==> src/rtl/bpr_pkg.sv <==
// ----------------------------------------------------------------------------
// bpr_pkg
// Shared types and codes for the button press/release tracker.
// ----------------------------------------------------------------------------
package bpr_pkg;

	localparam int LEVEL_W = 8;
	localparam int TIME_W  = 32;
	localparam int CHAN_W  = 8;

	typedef enum logic [0:0] {
		OP_TICK  = 1'b0,
		OP_QUERY = 1'b1
	} bpr_op_t;

	typedef struct packed {
		bpr_op_t             operation;
		logic [LEVEL_W-1:0]  button_levels;
		logic [TIME_W-1:0]   now_ms;
		logic [CHAN_W-1:0]   channel;
	} bpr_req_t;

	typedef struct packed {
		logic                is_pressed;
		logic                is_released;
		logic                press_seen;
		logic                release_seen;
		logic [TIME_W-1:0]   press_duration;
		logic [TIME_W-1:0]   release_duration;
		logic                bad_channel;
	} bpr_rsp_t;

	// strobes from the top level into the channel bank
	typedef struct packed {
		logic tick;
		logic query;
	} bpr_cmd_t;

endpackage

==> src/rtl/bpr_if.sv <==
// ----------------------------------------------------------------------------
// bpr_if
// Valid/ready channels carrying request and response beats.
// ----------------------------------------------------------------------------
interface bpr_req_if;
	logic               valid;
	logic               ready;
	bpr_pkg::bpr_req_t  payload;

	modport source (output valid, output payload, input ready);
	modport sink   (input valid, input payload, output ready);
endinterface

interface bpr_rsp_if;
	logic               valid;
	logic               ready;
	bpr_pkg::bpr_rsp_t  payload;

	modport source (output valid, output payload, input ready);
	modport sink   (input valid, input payload, output ready);
endinterface

==> src/rtl/button_press_release_tracker.sv <==
// ----------------------------------------------------------------------------
// button_press_release_tracker
// Tracks press/release flags, events and durations of several buttons.
// ----------------------------------------------------------------------------
// Usage:
//   req (sink): one beat per item. A tick beat carries the raw button levels
//     (bit per channel) and the current millisecond time; it updates every
//     channel and returns nothing. A query beat names a channel; it returns
//     one rsp beat with flags, sticky events and durations, then clears that
//     channel's two events.
//   rsp (source): one beat per query, in request order. An out-of-range
//     channel gives an all-zero beat with bad_channel set, state untouched.
//   Path: a query accepted into the input stage moves on into the result
//     register, which drives rsp. Throughput: one beat per cycle unless rsp
//     stalls, set by the single input stage feeding one result register.
//   Stall: while a result waits on rsp, ticks still drain and a following
//     query is held in the input stage; req.ready drops only when that stage
//     holds a query that cannot move.
//   Reset: arst_n clears all flags, events and time stamps and empties both
//     stages at once; no clearing pass.
// ----------------------------------------------------------------------------
module button_press_release_tracker #(
	parameter int CHANNELS = 8
) (
	input logic       clk,
	input logic       arst_n,
	bpr_req_if.sink   req,
	bpr_rsp_if.source rsp
);
	import bpr_pkg::*;

	// input stage
	bpr_req_t req_s1;
	logic     vld_s1;
	logic     go_s1;

	// result register
	bpr_rsp_t rsp_q;
	logic     rsp_vld_q;

	bpr_cmd_t cmd;
	bpr_rsp_t bank_rsp;

	// ticks never wait; a query needs room in the result register
	assign go_s1 = vld_s1 &&
		(req_s1.operation == OP_TICK || !rsp_vld_q || rsp.ready);

	assign req.ready = !vld_s1 || go_s1;

	assign cmd.tick  = go_s1 && (req_s1.operation == OP_TICK);
	assign cmd.query = go_s1 && (req_s1.operation == OP_QUERY);

	always_ff @(posedge clk or negedge arst_n) begin
		if (!arst_n) begin
			vld_s1 <= 1'b0;
		end else if (req.ready) begin
			vld_s1 <= req.valid;
		end
	end

	always_ff @(posedge clk) begin
		if (req.ready && req.valid)
			req_s1 <= req.payload;
	end

	bpr_bank #(
		.CHANNELS (CHANNELS)
	) u_bank (
		.clk           (clk),
		.arst_n        (arst_n),
		.cmd           (cmd),
		.button_levels (req_s1.button_levels),
		.now_ms        (req_s1.now_ms),
		.channel       (req_s1.channel),
		.rsp           (bank_rsp)
	);

	// result register: loads on a query, empties when taken
	always_ff @(posedge clk or negedge arst_n) begin
		if (!arst_n) begin
			rsp_vld_q <= 1'b0;
		end else if (cmd.query) begin
			rsp_vld_q <= 1'b1;
		end else if (rsp.ready) begin
			rsp_vld_q <= 1'b0;
		end
	end

	always_ff @(posedge clk) begin
		if (cmd.query)
			rsp_q <= bank_rsp;
	end

	assign rsp.valid   = rsp_vld_q;
	assign rsp.payload = rsp_q;

endmodule

==> src/rtl/bpr_bank.sv <==
// ----------------------------------------------------------------------------
// bpr_bank
// Per-channel flags and time stamps; tick update and query read/clear.
// ----------------------------------------------------------------------------
module bpr_bank #(
	parameter int CHANNELS = 8
) (
	input  logic                         clk,
	input  logic                         arst_n,
	input  bpr_pkg::bpr_cmd_t            cmd,
	input  logic [bpr_pkg::LEVEL_W-1:0]  button_levels,
	input  logic [bpr_pkg::TIME_W-1:0]   now_ms,
	input  logic [bpr_pkg::CHAN_W-1:0]   channel,
	output bpr_pkg::bpr_rsp_t            rsp
);
	import bpr_pkg::*;

	localparam int IDX_W = (CHANNELS > 1) ? $clog2(CHANNELS) : 1;
	localparam logic [CHAN_W-1:0] CH_LIMIT = CHAN_W'(CHANNELS);

	logic              pressed_q       [CHANNELS];
	logic              released_q      [CHANNELS];
	logic              press_evt_q     [CHANNELS];
	logic              release_evt_q   [CHANNELS];
	logic [TIME_W-1:0] press_start_q   [CHANNELS];
	logic [TIME_W-1:0] press_last_q    [CHANNELS];
	logic [TIME_W-1:0] release_start_q [CHANNELS];
	logic [TIME_W-1:0] release_last_q  [CHANNELS];

	logic [CHANNELS-1:0] down;
	logic                in_range;
	logic [IDX_W-1:0]    idx;

	// channels without a level bit always read as released
	genvar g;
	generate
		for (g = 0; g < CHANNELS; g++) begin : g_lvl
			if (g < LEVEL_W) begin : g_has
				assign down[g] = button_levels[g];
			end else begin : g_none
				assign down[g] = 1'b0;
			end
		end
	endgenerate

	assign in_range = channel < CH_LIMIT;
	assign idx      = channel[IDX_W-1:0];

	always_ff @(posedge clk or negedge arst_n) begin
		if (!arst_n) begin
			for (int c = 0; c < CHANNELS; c++) begin
				pressed_q[c]       <= 1'b0;
				released_q[c]      <= 1'b0;
				press_evt_q[c]     <= 1'b0;
				release_evt_q[c]   <= 1'b0;
				press_start_q[c]   <= '0;
				press_last_q[c]    <= '0;
				release_start_q[c] <= '0;
				release_last_q[c]  <= '0;
			end
		end else if (cmd.tick) begin
			for (int c = 0; c < CHANNELS; c++) begin
				if (down[c]) begin
					if (!pressed_q[c])
						press_start_q[c] <= now_ms;
					pressed_q[c]    <= 1'b1;
					press_evt_q[c]  <= 1'b1;
					press_last_q[c] <= now_ms;
					released_q[c]   <= 1'b0;
				end else begin
					if (pressed_q[c]) begin
						release_evt_q[c]   <= 1'b1;
						release_start_q[c] <= now_ms;
					end
					pressed_q[c]      <= 1'b0;
					released_q[c]     <= 1'b1;
					release_last_q[c] <= now_ms;
				end
			end
		end else if (cmd.query && in_range) begin
			press_evt_q[idx]   <= 1'b0;
			release_evt_q[idx] <= 1'b0;
		end
	end

	always_comb begin
		rsp = '0;
		if (in_range) begin
			rsp.is_pressed       = pressed_q[idx];
			rsp.is_released      = released_q[idx];
			rsp.press_seen       = press_evt_q[idx];
			rsp.release_seen     = release_evt_q[idx];
			rsp.press_duration   = press_last_q[idx] - press_start_q[idx];
			rsp.release_duration = release_last_q[idx] - release_start_q[idx];
		end else begin
			rsp.bad_channel = 1'b1;
		end
	end

endmodule

==> src/flat_wrapper.sv <==
// flat-port wrapper written by rule: the top's interface ports become plain ports
module button_press_release_tracker_flat import bpr_pkg::*;
#(
	parameter int CHANNELS = 8
)
  (clk, arst_n, req_valid, req_payload, req_ready, rsp_valid, rsp_payload, rsp_ready);
  bpr_req_if req_i ();
  bpr_rsp_if rsp_i ();
  input logic clk;
  input logic arst_n;
  input wire logic [$bits(req_i.valid)-1:0] req_valid;
  input wire logic [$bits(req_i.payload)-1:0] req_payload;
  output wire logic [$bits(req_i.ready)-1:0] req_ready;
  output wire logic [$bits(rsp_i.valid)-1:0] rsp_valid;
  output wire logic [$bits(rsp_i.payload)-1:0] rsp_payload;
  input wire logic [$bits(rsp_i.ready)-1:0] rsp_ready;
  assign req_i.valid = req_valid;
  assign req_i.payload = req_payload;
  assign req_ready = req_i.ready;
  assign rsp_valid = rsp_i.valid;
  assign rsp_payload = rsp_i.payload;
  assign rsp_i.ready = rsp_ready;
  button_press_release_tracker #(.CHANNELS(CHANNELS)) u_core (.clk(clk), .arst_n(arst_n), .req(req_i), .rsp(rsp_i));
endmodule
==> config.mk <==
export PLATFORM = sky130hd
export DESIGN_NAME = button_press_release_tracker_flat
export DESIGN_NICKNAME = d
export VERILOG_FILES = /design/src/rtl/bpr_pkg.sv /design/src/rtl/bpr_if.sv /design/src/rtl/button_press_release_tracker.sv /design/src/rtl/bpr_bank.sv /design/src/flat_wrapper.sv
export SDC_FILE = /design/constraint.sdc
export NUM_CORES = 2
export LEC_CHECK = 0
export BUFFER_PORTS_ARGS = -buffer_cell sky130_fd_sc_hd__buf_2
export CORE_UTILIZATION = 40
export CTS_BUF_LIST = sky130_fd_sc_hd__clkbuf_8
export DETAILED_ROUTE_END_ITERATION = 16
export MAX_ROUTING_LAYER = met4
export PLACE_DENSITY = 0.53
export RECOVER_POWER = 25
export SKIP_LAST_GASP = 1
export SYNTH_ARGS = -nofsm -noshare
export SYNTH_HDL_FRONTEND = slang
export SYNTH_SLANG_ARGS = --single-unit
==> constraint.sdc <==
create_clock -name clk -period 5.4 [get_ports clk]
set_input_delay 0.54 -clock clk [delete_from_list [all_inputs] [get_ports clk]]
set_output_delay 0.54 -clock clk [all_outputs]
set_load 0.01 [all_outputs]
==> results.yml <==
grt:
  gr-total-overflow: 0
  antenna_found_initial: 7
  grt_max_degree: 169
  grt.busiest_layer: "met2"
  grt.met3_usage_pct: 3.71
  use_met1_pct: 36.2
  grt_use_total_pct: 25.4
  gr-usage-met2_pct: 38.0
  grt_pass1_vias: 35007
  grt_pass1_wl_um: 242000
hold_path:
  worstHoldPathType: "in -> reg"
sta:
  setup_tns_ns: 0
  setup_viol: 0
  fin_crit_sh_pct: 88.3
  finClkSkew_ns: 0.0597
  slew-limit-headroom_pct: -96.7
  min_period_ns: 4.77
  hold_violations: 0
  slew_viol_final: 735
  worst_pin_slew_ns: 2.95
  max_freq_mhz: 210
  rsz0062_at_grt: "no"
worst_setup_path:
  slowest_delay_ns: 0.73
  crit_type: "reg -> reg"
  crit_path_max_fanout: 21
  end_kind: "flip-flop"
  cp-start-kind: "flip-flop"
  crit_family: "compound AO/OA/AOI/OAI gates"
  worstPathArrival_ns: 5.45
  worst_path_max_delay_cell: "edfxtp_1"
  crit_buf_inv: 2
  timing.critical_path.cells: "nand2b_1 > nor2_4 > buf_12 > a22oi_1 > nand4_1 > ha_1 > inv_1 > fa_1 > a21oi_1 > nor3b_1 > o31ai_1 > o211ai_2 > a31oi_1 > or4_1 > nand3_1"
  required_ns: 6.08
pwr:
  max-vdd-ir-drop_mv: 0.218
  finalPower_mw: 26.8
  p_per_area_nw_per_um2: 451
  p_leak_nw: 24.5
clock_tree:
  cts.sinks: 1176
  htreeDepth: 4
  cts_tree: "yes"
  numCtsBuffers: 203
  clkLatencyLatePin_ns: 0.95
  cts_resized: 0
  cts_hold_buf: 53
  cts_setup_buffers: 0
  clkTransAtPathRegs_ns: 0.06
  cts_buffer_depth: 3
  clockRootBuffer: "clkbuf_8"
logic_synthesis:
  synth_cell_types: 68
  ys_seq_elements: 1176
  ys_async_sr_fraction_pct: 90.0
  synth_area_um2: 52200
  yosys_most_used_dff: "dfrtp_1"
  syn-instance-count: 3875
  synth_edf_count: 118
  synth_warnings: 0
  ys_seq_area_share_pct: 57.5
  syn-mean-instance-area_um2: 13.5
  synthesis.nets: 3992
routing:
  viasPerCell: 5.79
  drt-initial-drc-count: 2745
  ant_nets: 0
  wl_per_cell_um: 27.2
  routed_wl_um: 162000
  vias: 34368
  dr.pass1.iters: 6
  drc_errors: 0
layout:
  regArea_um2: 30000
  utilization_pct: 45.9
  n_fill_cell: 11982
  areaGrowthSynthToFinish_pct: 13.8
  multiInputGateArea_um2: 20900
  drive_above_1_share_pct: 37.2
  nNetsFinal: 4141
die:
  start_util_pct: 40.3
  die_width_um: 363
  core-area_um2: 129000
  die_h_um: 363
  io-pin-count: 124
  row_count: 132
  design.die.area_um2: 132000
run:
  max_cap_violations: 7
outcome:
  violations: "max-capacitance violations, max-slew violations"
  status: "complete, but fails checks"
placement:
  gp_congestion: 0.900
  port_buffers: 123
  dp_hpwl_um: 93400
sequential cells by signal, indices dropped and copies added (netlist names):
register	flops
u_core.u_bank.press_start_q	256
u_core.rsp.valid	1
u_core.rsp.payload	69
u_core.u_bank.release_last_q	256
u_core.u_bank.release_evt_q	8
u_core.req_s1	49
u_core.u_bank.press_last_q	256
u_core.vld_s1	1
u_core.u_bank.pressed_q	8
u_core.u_bank.released_q	8
u_core.u_bank.release_start_q	256
u_core.u_bank.press_evt_q	8
placed cells by master (no fill, tap or decap), types with 7 or more instances in the layout:
cell type      count
dfrtp_1         1058
mux2_2           995
a22oi_1          439
clkbuf_8         247
edfxtp_1         118
buf_2            113
nand2_1           98
inv_1             92
buf_4             89
nor2_1            76
a21oi_1           75
nand4_1           74
ha_1              62
dlygate4sd3_1     53
and3_1            48
a221oi_1          42
a22o_1            39
a21o_1            39
mux2_1            30
o21ai_0           29
and4_1            28
xor2_1            23
xnor2_1           23
nor2_4            20
o21ai_1           20
nand3_1           19
clkbuf_1          18
clkinv_1          16
clkinv_2          15
a31oi_1           15
nand2b_1          14
buf_12            14
nor3_1            12
nand2_2           10
and2_2             8
mux2i_1            8
a211oi_1           7
o21a_1             7
worst reg2reg max path: stages (launching register included):
cell	delay, ns
edfxtp_1	0.73
nand2b_1	0.29
nor2_4	0.53
buf_12	0.30
a22oi_1	0.10
nand4_1	0.12
ha_1	0.18
inv_1	0.06
fa_1	0.52
a21oi_1	0.22
nor3b_1	0.11
o31ai_1	0.52
o211ai_2	0.19
a31oi_1	0.43
or4_1	0.18
nand3_1	0.06
cells by family (layout without fill, tap and decap cells):
family                     after synthesis  after routing  synth area share [%]
muxes                                 1037           1037                  22.4
AOI/OAI and AO/OA                      750            750                  10.4
and+or+nand+nor                        438            438                  4.41
buffers and inverters                  364            683                  2.89
DFF                                   1176           1176                  57.5
other                                    0              3                     0
xor gates and xnor gates                46             46                 0.772
adders and majority gates               64             64                  1.56
cells in the mapped netlist (all sizes together) (28+ instances only):
library cell / count / area [um^2]
a21o: 39 / 293
a21oi: 77 / 393
a221oi: 42 / 368
a22o: 39 / 342
a22oi: 439 / 3300
and3: 51 / 320
and4: 28 / 245
buf: 134 / 647
clkbuf: 215 / 807
dfrtp: 1058 / 26500
edfxtp: 118 / 3540
ha: 62 / 776
mux2: 1025 / 11500
nand2: 108 / 410
nand4: 74 / 463
nor2: 96 / 368
o21ai: 49 / 245
metal layers:
layer | routed length (um) | vias up
met5 | 0 | -
met4 | 3090 | 0
met3 | 8220 | 244
met2 | 73500 | 938
met1 | 76800 | 18362
li1 | - | 14824
area by class of cell:
class,count,area share (%)
sequential,1176,50.5
multi-input combinational,2335,35.1
clock buffer,247,5.72
tap,1742,3.67
timing repair buffer,293,3.62
clock inverter,128,1.22
inverter,15,0.0969
antenna,3,0.0126
power breakdown:
part / internal [mW] / switching [mW] / leakage (nW)
sequential: 11.1 / 1.19 / 13.7
clock: 4.31 / 3.86 / 2.41
combinational: 3.00 / 3.34 / 8.41
metrics by stage:
| step | cells | instance area [um^2] | setup WS [ns] | hold WS (ns) |
|---|---|---|---|---|
| CTS | 5936 | 59500 | 0.656 | 0.203 |
| floorplan | 3875 | 52200 | 1.40 | 0.244 |
| detailed placement | 5508 | 54900 | 0.672 | 0.465 |
| global placement | 5508 | 54900 | 0.772 | 0.459 |
| finish | 5939 | 59400 | 0.634 | 0.301 |
| global route | 5939 | 59400 | 0.355 | 0.245 |
worst paths after layout:
path / start / slack (ns) / depth (start not counted) / to
setup / recovery: u_core.req_s1[1] / 0.63 / 15 / u_core.rsp.payload[29]
hold / removal: req_payload[18] / 0.30 / 2 / u_core.req_s1[18]
setup reg to reg: u_core.req_s1[1] / 0.63 / 15 / u_core.rsp.payload[29]
hold reg to reg: u_core.u_bank.release_evt_q[2] / 0.48 / 1 / u_core.u_bank.release_evt_q[2]
max in group asynchronous: arst_n / 1.08 / 3 / u_core.u_bank.release_last_q[28]
min in group asynchronous: arst_n / 0.96 / 2 / u_core.u_bank.press_start_q[14]
No activity file was read; power rests on OpenSTA's default activity.
